**config.mk**
```make
export PLATFORM = sky130hd
export DESIGN_NAME = go_to_goal_steering_controller_core
export DESIGN_NICKNAME = d
export VERILOG_FILES = /design/src/design/gtg_pkg.sv /design/src/design/go_to_goal_steering_controller_core.sv /design/src/design/gtg_regs.sv /design/src/design/gtg_ctrl.sv /design/src/design/gtg_dp.sv
export SDC_FILE = /design/constraint.sdc
export NUM_CORES = 2
export LEC_CHECK = 0
export BUFFER_PORTS_ARGS = -buffer_cell sky130_fd_sc_hd__buf_4
export CAP_MARGIN = 20
export CORE_MARGIN = 3
export CORE_UTILIZATION = 30
export CTS_BUF_LIST = sky130_fd_sc_hd__clkbuf_4
export DETAILED_ROUTE_END_ITERATION = 10
export GPL_TIMING_DRIVEN = 0
export PLACE_DENSITY = 0.54
export SLEW_MARGIN = 20
export SYNTH_ARGS = -nofsm -noshare
export SYNTH_HDL_FRONTEND = slang
export SYNTH_SLANG_ARGS = --single-unit
```
**constraint.sdc**
```tcl
create_clock -name clk -period 9 [get_ports clk]
set_input_delay 0.45 -clock clk [delete_from_list [all_inputs] [get_ports clk]]
set_output_delay 0.45 -clock clk [all_outputs]
set_load 0.005 [all_outputs]
```
**src/design/gtg_pkg.sv**
```systemverilog
// Shared types, constants and the arctangent table of the go-to-goal steering controller.
package gtg_pkg;

  // Number of rotation steps of the vectoring pass, and the upper limit that bounds it.
  localparam int CORDIC_ITERATIONS = 16;
  localparam int MAX_STEPS         = 24;
  localparam int NUM_STEPS = (CORDIC_ITERATIONS < MAX_STEPS) ? CORDIC_ITERATIONS : MAX_STEPS;
  localparam int STEP_W            = $clog2(MAX_STEPS);

  // Field and datapath widths.
  localparam int COORD_W   = 16;  // goal and pose positions, unsigned Q4.12
  localparam int HEAD_W    = 15;  // heading, signed Q3.12
  localparam int TURN_W    = 14;  // turn rate, signed Q.12
  localparam int SPEED_W   = 13;  // forward speed, unsigned Q.12
  localparam int VEC_W     = 28;  // rotating vector components, signed Q.20
  localparam int ANG_W     = 24;  // angle accumulator, signed Q.20
  localparam int ATAN_W    = 20;  // arctangent table entries, Q.20
  localparam int BEAR_W    = 16;  // bearing, signed Q.12
  localparam int GAIN_W    = 30;  // inverse CORDIC gain, Q.30
  localparam int PROD_W    = VEC_W - 1 + GAIN_W;
  localparam int DIST_W    = PROD_W + 1 - 38;
  localparam int TDATA_IN_W  = 48;
  localparam int TDATA_OUT_W = 32;

  // Fixed-point constants.
  localparam logic [ANG_W-1:0]  HALF_PI_Q20   = ANG_W'(1647099);
  localparam logic [GAIN_W-1:0] GAIN_INV_Q30  = GAIN_W'(652032874);
  localparam logic [DIST_W-1:0] NEAR_Q12      = DIST_W'(819);
  localparam int                TURN_SLOW_Q12 = 819;
  localparam int                ONE_Q12       = 4096;
  localparam logic [SPEED_W-1:0] CRAWL_Q12    = SPEED_W'(41);

  // Register select (address bit 2 of the configuration port).
  localparam logic REG_GOAL_X = 1'b0;
  localparam logic REG_GOAL_Y = 1'b1;

  // Sequencer states.
  typedef enum logic [1:0] {
    ST_IDLE,
    ST_ITER,
    ST_SCALE,
    ST_FINISH
  } state_t;

  // Commands from the sequencer to the datapath.
  typedef struct packed {
    logic              load;
    logic              step;
    logic [STEP_W-1:0] step_idx;
    logic              scale;
    logic              commit;
  } gtg_cmd_t;

  // Status from the datapath to the sequencer.
  typedef struct packed {
    logic out_hold;
  } gtg_stat_t;

  // atan(2^-i) in Q.20, zero beyond the table.
  function automatic logic [ATAN_W-1:0] atan_q20(input logic [STEP_W-1:0] idx);
    logic [ATAN_W-1:0] val;
    unique case (idx)
      5'd0:  val = 20'd823550;
      5'd1:  val = 20'd486170;
      5'd2:  val = 20'd256879;
      5'd3:  val = 20'd130396;
      5'd4:  val = 20'd65451;
      5'd5:  val = 20'd32757;
      5'd6:  val = 20'd16383;
      5'd7:  val = 20'd8192;
      5'd8:  val = 20'd4096;
      5'd9:  val = 20'd2048;
      5'd10: val = 20'd1024;
      5'd11: val = 20'd512;
      5'd12: val = 20'd256;
      5'd13: val = 20'd128;
      5'd14: val = 20'd64;
      5'd15: val = 20'd32;
      5'd16: val = 20'd16;
      5'd17: val = 20'd8;
      5'd18: val = 20'd4;
      5'd19: val = 20'd2;
      5'd20: val = 20'd1;
      default: val = '0;
    endcase
    return val;
  endfunction

endpackage

```
**src/design/go_to_goal_steering_controller_core.sv**
```systemverilog
// Top level of the go-to-goal steering controller: stream ports, APB registers, sequencer, datapath.
//
//  Channel   Direction  Beat contents
//  s_axis    in         pose_x, pose_y, pose_heading in tdata
//  m_axis    out        turn_rate, forward_speed in tdata; goal_reached in tuser
//  apb       in/out     goal_x at 0x0, goal_y at 0x4
//
// Each pose takes an accept step, the CORDIC rotation steps (one step of the shared
// shift-add unit per cycle), a scaling step for the gain multiplier and a finish step;
// a new pose is taken only after the finish step of the last one.
// Reset is synchronous; it clears the goal, the held commands and the sequencer.
// A stalled result sits in the output register while the next pose is already taken;
// the finish cycle waits only if that register is still full.
module go_to_goal_steering_controller_core (
  input  logic                              clk,
  input  logic                              rst,
  input  logic                              s_axis_tvalid,
  output logic                              s_axis_tready,
  input  logic [gtg_pkg::TDATA_IN_W-1:0]    s_axis_tdata,   // pose_x [15:0], pose_y [31:16], pose_heading [46:32]
  output logic                              m_axis_tvalid,
  input  logic                              m_axis_tready,
  output logic [gtg_pkg::TDATA_OUT_W-1:0]   m_axis_tdata,   // turn_rate [13:0], forward_speed [26:14]
  output logic [0:0]                        m_axis_tuser,   // goal_reached [0]
  input  logic                              psel,
  input  logic                              penable,
  input  logic                              pwrite,
  input  logic [2:0]                        paddr,
  input  logic [31:0]                       pwdata,
  output logic [31:0]                       prdata,
  output logic                              pready
);

  logic [gtg_pkg::COORD_W-1:0]              goal_x, goal_y;
  gtg_pkg::gtg_cmd_t                        cmd;
  gtg_pkg::gtg_stat_t                       stat;
  logic signed [gtg_pkg::TURN_W-1:0]        turn_rate;
  logic [gtg_pkg::SPEED_W-1:0]              forward_speed;
  logic                                     goal_reached;

  gtg_regs u_regs (
    .clk     (clk),
    .rst     (rst),
    .psel    (psel),
    .penable (penable),
    .pwrite  (pwrite),
    .paddr   (paddr),
    .pwdata  (pwdata),
    .prdata  (prdata),
    .pready  (pready),
    .goal_x  (goal_x),
    .goal_y  (goal_y)
  );

  gtg_ctrl u_ctrl (
    .clk      (clk),
    .rst      (rst),
    .in_valid (s_axis_tvalid),
    .in_ready (s_axis_tready),
    .stat     (stat),
    .cmd      (cmd)
  );

  gtg_dp u_dp (
    .clk           (clk),
    .rst           (rst),
    .cmd           (cmd),
    .stat          (stat),
    .goal_x        (goal_x),
    .goal_y        (goal_y),
    .pose_x        (s_axis_tdata[15:0]),
    .pose_y        (s_axis_tdata[31:16]),
    .pose_heading  ($signed(s_axis_tdata[46:32])),
    .out_valid     (m_axis_tvalid),
    .out_ready     (m_axis_tready),
    .turn_rate     (turn_rate),
    .forward_speed (forward_speed),
    .goal_reached  (goal_reached)
  );

  assign m_axis_tdata = {5'b0, forward_speed, turn_rate};
  assign m_axis_tuser = goal_reached;

  // One pose at a time: after a beat is taken the input stays closed for the pass.
  a_busy_after_accept: assert property (@(posedge clk) disable iff (rst)
    s_axis_tvalid && s_axis_tready |=> !s_axis_tready)
    else $error("input accepted again during a CORDIC pass");

  // The turn command never leaves the clamp range.
  a_turn_range: assert property (@(posedge clk) disable iff (rst)
    m_axis_tvalid |-> (turn_rate <= 14'sd4096 && turn_rate >= -14'sd4096))
    else $error("turn rate outside plus or minus one");

  // A fresh command with a sharp turn must crawl.
  a_crawl: assert property (@(posedge clk) disable iff (rst)
    m_axis_tvalid && !goal_reached && (turn_rate > 14'sd819 || turn_rate < -14'sd819)
    |-> forward_speed == gtg_pkg::CRAWL_Q12)
    else $error("sharp turn without crawl speed");

  // A result is only committed in the finish step of a pass, never over a waiting beat.
  a_no_overwrite: assert property (@(posedge clk) disable iff (rst)
    cmd.commit |-> !(m_axis_tvalid && !m_axis_tready))
    else $error("result committed over a stalled beat");

endmodule

```
**src/design/gtg_regs.sv**
```systemverilog
// Configuration register file holding the goal position, written and read over the APB port.
module gtg_regs (
  input  logic                        clk,
  input  logic                        rst,
  input  logic                        psel,
  input  logic                        penable,
  input  logic                        pwrite,
  input  logic [2:0]                  paddr,
  input  logic [31:0]                 pwdata,
  output logic [31:0]                 prdata,
  output logic                        pready,
  output logic [gtg_pkg::COORD_W-1:0] goal_x,
  output logic [gtg_pkg::COORD_W-1:0] goal_y
);

  logic wr_en;

  assign pready = 1'b1;
  assign wr_en  = psel & penable & pwrite;

  // Register writes in the access phase; bit 2 of the address selects the register.
  always_ff @(posedge clk) begin
    if (rst) begin
      goal_x <= '0;
      goal_y <= '0;
    end else if (wr_en) begin
      unique case (paddr[2])
        gtg_pkg::REG_GOAL_X: goal_x <= pwdata[gtg_pkg::COORD_W-1:0];
        gtg_pkg::REG_GOAL_Y: goal_y <= pwdata[gtg_pkg::COORD_W-1:0];
        default: ;
      endcase
    end
  end

  // Read data, zero extended.
  always_comb begin
    unique case (paddr[2])
      gtg_pkg::REG_GOAL_X: prdata = {16'b0, goal_x};
      gtg_pkg::REG_GOAL_Y: prdata = {16'b0, goal_y};
      default:             prdata = '0;
    endcase
  end

endmodule

```
**src/design/gtg_ctrl.sv**
```systemverilog
// Sequencer that steps the datapath through load, rotation steps, scaling and commit.
module gtg_ctrl (
  input  logic                clk,
  input  logic                rst,
  input  logic                in_valid,
  output logic                in_ready,
  input  gtg_pkg::gtg_stat_t  stat,
  output gtg_pkg::gtg_cmd_t   cmd
);

  gtg_pkg::state_t                 state, state_next;
  logic [gtg_pkg::STEP_W-1:0]      step_cnt;
  logic                            last_step;

  assign last_step = (step_cnt == gtg_pkg::STEP_W'(gtg_pkg::NUM_STEPS - 1));

  // State register and step counter.
  always_ff @(posedge clk) begin
    if (rst) begin
      state    <= gtg_pkg::ST_IDLE;
      step_cnt <= '0;
    end else begin
      state <= state_next;
      if (state == gtg_pkg::ST_ITER) begin
        step_cnt <= step_cnt + 1'b1;
      end else begin
        step_cnt <= '0;
      end
    end
  end

  // Next state.
  always_comb begin
    state_next = state;
    unique case (state)
      gtg_pkg::ST_IDLE:   if (in_valid) state_next = gtg_pkg::ST_ITER;
      gtg_pkg::ST_ITER:   if (last_step) state_next = gtg_pkg::ST_SCALE;
      gtg_pkg::ST_SCALE:  state_next = gtg_pkg::ST_FINISH;
      gtg_pkg::ST_FINISH: if (!stat.out_hold) state_next = gtg_pkg::ST_IDLE;
      default:            state_next = gtg_pkg::ST_IDLE;
    endcase
  end

  // Outputs.
  always_comb begin
    in_ready     = 1'b0;
    cmd          = '0;
    cmd.step_idx = step_cnt;
    unique case (state)
      gtg_pkg::ST_IDLE: begin
        in_ready = 1'b1;
        cmd.load = in_valid;
      end
      gtg_pkg::ST_ITER:   cmd.step   = 1'b1;
      gtg_pkg::ST_SCALE:  cmd.scale  = 1'b1;
      gtg_pkg::ST_FINISH: cmd.commit = !stat.out_hold;
      default: ;
    endcase
  end

endmodule

```
**src/design/gtg_dp.sv**
```systemverilog
// Datapath: offset, CORDIC vectoring unit, gain scaling, command logic and output register.
module gtg_dp (
  input  logic                          clk,
  input  logic                          rst,
  input  gtg_pkg::gtg_cmd_t             cmd,
  output gtg_pkg::gtg_stat_t            stat,
  input  logic [gtg_pkg::COORD_W-1:0]   goal_x,
  input  logic [gtg_pkg::COORD_W-1:0]   goal_y,
  input  logic [gtg_pkg::COORD_W-1:0]   pose_x,
  input  logic [gtg_pkg::COORD_W-1:0]   pose_y,
  input  logic signed [gtg_pkg::HEAD_W-1:0] pose_heading,
  output logic                          out_valid,
  input  logic                          out_ready,
  output logic signed [gtg_pkg::TURN_W-1:0] turn_rate,
  output logic [gtg_pkg::SPEED_W-1:0]   forward_speed,
  output logic                          goal_reached
);

  localparam int VW = gtg_pkg::VEC_W;
  localparam int AW = gtg_pkg::ANG_W;

  // Working registers.
  logic signed [VW-1:0]                  cx, cy;
  logic signed [AW-1:0]                  cz;
  logic signed [gtg_pkg::HEAD_W-1:0]     head;
  logic [gtg_pkg::PROD_W-1:0]            prod;
  logic signed [gtg_pkg::BEAR_W-1:0]     bearing;
  logic signed [gtg_pkg::TURN_W-1:0]     held_turn_rate;
  logic [gtg_pkg::SPEED_W-1:0]           held_forward_speed;

  // Load values.
  logic signed [gtg_pkg::COORD_W:0]      dx, dy;
  logic signed [VW-1:0]                  x0, y0, lx, ly;
  logic signed [AW-1:0]                  lz;

  // Step values.
  logic signed [VW-1:0]                  xs, ys;
  logic signed [AW-1:0]                  atan_ext;

  // Scale and finish values.
  logic [VW-2:0]                         xpos;
  logic signed [AW-1:0]                  z_rnd;
  logic [gtg_pkg::PROD_W:0]              dist_sum;
  logic [gtg_pkg::DIST_W-1:0]            goal_dist;
  logic                                  near;
  logic signed [gtg_pkg::BEAR_W:0]       turn_raw;
  logic signed [gtg_pkg::TURN_W-1:0]     turn;
  logic [gtg_pkg::SPEED_W-1:0]           speed;

  // Offset to the goal in Q.20, turned into the right half plane when it points left.
  always_comb begin
    dx = $signed({1'b0, goal_x}) - $signed({1'b0, pose_x});
    dy = $signed({1'b0, goal_y}) - $signed({1'b0, pose_y});
    x0 = {{(VW-gtg_pkg::COORD_W-9){dx[gtg_pkg::COORD_W]}}, dx, 8'b0};
    y0 = {{(VW-gtg_pkg::COORD_W-9){dy[gtg_pkg::COORD_W]}}, dy, 8'b0};
    lx = x0;
    ly = y0;
    lz = '0;
    if (x0 < 0) begin
      if (y0 >= 0) begin
        lx = y0;
        ly = -x0;
        lz = gtg_pkg::HALF_PI_Q20;
      end else begin
        lx = -y0;
        ly = x0;
        lz = -gtg_pkg::HALF_PI_Q20;
      end
    end
  end

  // One rotation step per cycle; a component of zero counts as positive.
  assign xs       = cx >>> cmd.step_idx;
  assign ys       = cy >>> cmd.step_idx;
  assign atan_ext = $signed({{(AW-gtg_pkg::ATAN_W){1'b0}}, gtg_pkg::atan_q20(cmd.step_idx)});

  // Scaling inputs: the final x clipped at zero, and the bearing rounded half up to Q.12.
  assign xpos  = cx[VW-1] ? '0 : cx[VW-2:0];
  assign z_rnd = cz + AW'(128);

  // Command logic from the scaled distance and bearing.
  always_comb begin
    dist_sum  = {1'b0, prod} + ((gtg_pkg::PROD_W+1)'(1) << 37);
    goal_dist = dist_sum[gtg_pkg::PROD_W:38];
    near      = (goal_dist <= gtg_pkg::NEAR_Q12);
    turn_raw  = (gtg_pkg::BEAR_W+1)'(bearing) - (gtg_pkg::BEAR_W+1)'(head);
    if (turn_raw > (gtg_pkg::BEAR_W+1)'(gtg_pkg::ONE_Q12)) begin
      turn = gtg_pkg::TURN_W'(gtg_pkg::ONE_Q12);
    end else if (turn_raw < -(gtg_pkg::BEAR_W+1)'(gtg_pkg::ONE_Q12)) begin
      turn = -gtg_pkg::TURN_W'(gtg_pkg::ONE_Q12);
    end else begin
      turn = turn_raw[gtg_pkg::TURN_W-1:0];
    end
    if (turn > gtg_pkg::TURN_W'(gtg_pkg::TURN_SLOW_Q12) ||
        turn < -gtg_pkg::TURN_W'(gtg_pkg::TURN_SLOW_Q12)) begin
      speed = gtg_pkg::CRAWL_Q12;
    end else if (goal_dist > gtg_pkg::DIST_W'(gtg_pkg::ONE_Q12)) begin
      speed = gtg_pkg::SPEED_W'(gtg_pkg::ONE_Q12);
    end else begin
      speed = goal_dist[gtg_pkg::SPEED_W-1:0];
    end
  end

  // CORDIC and scaling registers.
  always_ff @(posedge clk) begin
    if (cmd.load) begin
      cx   <= lx;
      cy   <= ly;
      cz   <= lz;
      head <= pose_heading;
    end else if (cmd.step) begin
      if (!cy[VW-1]) begin
        cx <= cx + ys;
        cy <= cy - xs;
        cz <= cz + atan_ext;
      end else begin
        cx <= cx - ys;
        cy <= cy + xs;
        cz <= cz - atan_ext;
      end
    end
    if (cmd.scale) begin
      prod    <= gtg_pkg::PROD_W'(xpos) * gtg_pkg::PROD_W'(gtg_pkg::GAIN_INV_Q30);
      bearing <= z_rnd[AW-1:8];
    end
  end

  // Held commands and output beat register.
  always_ff @(posedge clk) begin
    if (rst) begin
      held_turn_rate     <= '0;
      held_forward_speed <= '0;
      out_valid          <= 1'b0;
    end else begin
      if (cmd.commit) begin
        out_valid <= 1'b1;
        if (!near) begin
          held_turn_rate     <= turn;
          held_forward_speed <= speed;
        end
      end else if (out_ready) begin
        out_valid <= 1'b0;
      end
    end
  end

  always_ff @(posedge clk) begin
    if (cmd.commit) begin
      turn_rate     <= near ? held_turn_rate : turn;
      forward_speed <= near ? held_forward_speed : speed;
      goal_reached  <= near;
    end
  end

  assign stat.out_hold = out_valid & ~out_ready;

endmodule
```
==> results.md <==
- Sequential share of the synthesized area: 18.3%
- Hold path start: penable
- Fin worst setup slack: 0.284 ns
- Final setup viols: 0
- Multi-input logic area: 26200 um2
- Depth of the worst register-to-register path: 23
- DR top layer: met4
- Reg2Reg Capture Point: u_dp.prod[56]
- Worst-path clk slew: 0.08 ns
- DRT antenna net count: 0
- Critical Path RT: 9.66 ns
- Worst-Skew Late Latency: 0.89 ns
- Setup repair after global routing missed its margin: no
- Area delta synth->final: 13.0%
- Clk root buf: clkbuf_4
- Final net count: 4969
- Fill cell count: 12150
- Arr. time, crit path: 9.37 ns
- Main flop type after synthesis: edfxtp_1
- Drt pass-1 iters: 5
- Crit-path max cell delay: 0.59 ns
- Main area contributors after synthesis: fa_1 19%, ha_1 14%, edfxtp_1 13%
- Cell Count, Final, Fillers Out: 5725
- Leading area contributor after synthesis: fa_1
- Drc violations: 0
- Fmax: 115 MHz
- Most numerous cell in the Yosys netlist: inv_1
- Top cell type's share of synthesized area: 18.7%
- Slew headroom: 22.7%
- Post-Place Setup Slack: -1.59 ns
- Outcome: completed
- CTS tree: yes
- Syn Inst Count: 3867
- Top cell by count, worst path: fa_1
- DP HPWL: 94.9 mm
- Pin slew with the least headroom to its limit: 1.16 ns
- Top Ports: 158
- Hold Path Stages: 5
- PortBufs: 115
- Die height: 351 um
- Type of origin of the critical path: flip-flop
- Top delay family on crit path: adder cells
- Vias: 29505
- Reg area: 6520 um2
- TritonCTS Buffers: 71
- Kind of critical path: flip-flop to flip-flop
- Placed cell area: 38600 um2
- Die Span X: 351 um
- Tcrit/Tclk final: 96.8%
- Post-synth EDFFs: 159
- Clock tree sinks: 246
- DR WL met3: 6.78 mm
- Worst setup EP type: flip-flop
- Tot GR Track Use: 18.7%
- # placed instances: 5530
- FF-to-FF setup slack: 0.28 ns
- Vias in the first global route: 29205
- Via density per instance: 5.15
- First-pass GRT wire length: 177 mm
- CP cell instances: clkbuf_4 -> buf_4 -> clkbuf_4 -> nor2b_2 -> ha_2 -> fa_1 -> fa_1 -> fa_1 -> fa_1 -> fa_1 -> inv_1 -> fa_1 -> inv_1 -> ha_1 -> nand4_1 -> or4_1 -> a211o_1 -> a311oi_4 -> o211ai_1 -> a21oi_2 -> o31a_1 -> o2111ai_1 -> a211o_1
- Clock skew: 0.0835 ns
- Iter 0 DRT Violations: 2147
- Global placer's final weighted congestion: 0.940
- Layout cells sized above 1: 12.0%
- Async SR Flop Fraction: 0%
- Synth warn: 0
- Die Area: 123000 um2
- Crit path max fanout: 10
- WHS Endpoint: u_regs.goal_x[4]
- Slew Viols, Final: 0
- Mapped cell area: 35600 um2
- Worst R2R Start: u_dp.cx[27]
- Routed length on met2: 52.7 mm
- Clock tree buffer depth: 3
- Count of cell types in the netlist: 96
- Max-cap violations: 0
- Row count: 125
- GRT overflow: 0
- List of most frequent post-synthesis cells: 613 x inv_1, 409 x ha_1, 332 x fa_1
- Largest net degree at the start of global routing: 44
- WP buf/inv: 5
- Flops & latches, synth: 246
- Wire length on met1: 52.9 mm
- H-tree levels: 3
- Hold WC Path Type: input pin to flip-flop
- Final Hold Viols: 0
- Core area: 117000 um2
- Slowest cell on crit path: or4_1
- Wire per inst: 20.3 um
- Starting Density: 30.4%
- Fin area: 40200 um2
- Initial antenna violation count: 5
- Wirelength, routed: 116 mm
- Syn Area/Cell: 9.21 um2
- Post-layout minimum cycle time: 8.72 ns
-- flip-flops by register name, summed over array words and instances (netlist names), 15 cells and up --
name	cells
u_dp.atan_ext	20
u_dp.cx	28
u_dp.prod	20
u_dp.bearing	16
u_regs.goal_x	16
u_regs.goal_y	16
u_dp.cy	28
u_dp.cz	24
u_dp.head	15
-- worst min-delay path: stages --
cell and delay [ns]:
buf_4 0.11, nand3_1 0.09, nor2_1 0.12, nand2_1 0.09, a21oi_1 0.05
-- what timing repair did --
action                                  in CTS  in global routing
hold buffers                                34                  0
buffers inserted                             8                 18
cloned                                       0                  0
pin swaps                                    0                  1
endpoints found under the hold margin       50                  0
endpoints found under the setup margin      20                  5
resized for setup                           35                 26
-- through the flow --
step / utilization (%) / hold WS, ns / setup TNS, ns
CTS: 34.2 / 0.0229 / 0
floorplan: - / 0.436 / 0
detailed placement: 33.0 / 0.448 / -20.65
global placement: 32.9 / 0.443 / -22.54
finish: 34.4 / 0.0940 / 0
global route: 34.4 / 0.116 / 0
-- cell families (layout without fill, tap and decap cells) --
group                    count (synthesis)  count (layout)  synth area share, %
XOR/XNOR                               241             241                 5.93
flip-flops                             246             246                 18.3
AND/OR/NAND/NOR                        908             908                 12.2
adder cells (fa/ha/maj)                741             741                 33.0
AO/OA/AOI/OAI                          791             791                 14.4
multiplexers                           169             169                 7.36
other                                    2              29               0.0211
buffers and inverters                  769            1076                 8.78
-- worst max-delay path by stage --
stage	from	to	slack [ns]	cells after the start
final	u_dp.cx[27]	u_dp.prod[56]	0.28	23
after global routing	u_dp.cx[27]	u_dp.prod[56]	0.007	28
after CTS	u_dp.cx[27]	u_dp.prod[56]	0.004	26
after detailed placement	u_dp.cx[27]	u_dp.prod[56]	-1.59	29
after global placement	u_dp.cx[27]	u_dp.prod[56]	-1.66	29
after floorplan	u_dp.cx[27]	u_dp.prod[56]	0.81	29
-- layer usage --
| layer | up-vias | global-route usage, % |
|---|---|---|
| met4 | 0 | 6.01 |
| met5 | - | 0 |
| li1 | 13884 | - |
| met2 | 958 | 29.9 |
| met3 | 210 | 2.92 |
| met1 | 14453 | 25.9 |
-- cell type report --
type                       instances  area share (%)
clock buffer                     109            2.03
multi-input combinational       2872            65.1
clock inverter                    20           0.295
tap                             1524            4.74
inverter                         615            5.78
buffer                           153            2.08
antenna                            7          0.0435
sequential                       246            16.2
timing repair buffer             179            3.69
-- layout by cell type, fill, tap and decap left out, types with 37 or more instances in the layout --
cell | netlist | routed
a31oi_1 | 49 | 49
edfxtp_1 | 159 | 159
o21ai_0 | 155 | 155
inv_1 | 613 | 607
clkbuf_4 | 0 | 111
dfxtp_1 | 87 | 87
xor2_1 | 89 | 89
nand2b_1 | 58 | 52
ha_1 | 409 | 397
mux2_2 | 44 | 44
nand2_1 | 272 | 272
nand3_1 | 59 | 59
fa_1 | 332 | 331
clkbuf_1 | 82 | 76
o31ai_1 | 37 | 37
a21o_1 | 53 | 53
a21oi_1 | 235 | 233
nor2_1 | 254 | 254
nor3_1 | 57 | 57
xnor2_1 | 152 | 152
mux2i_1 | 56 | 56
mux4_2 | 50 | 50
buf_4 | 25 | 167
Power is not shown: default switching activity piles up to over one toggle a cycle in this logic, so the estimate is an artifact.
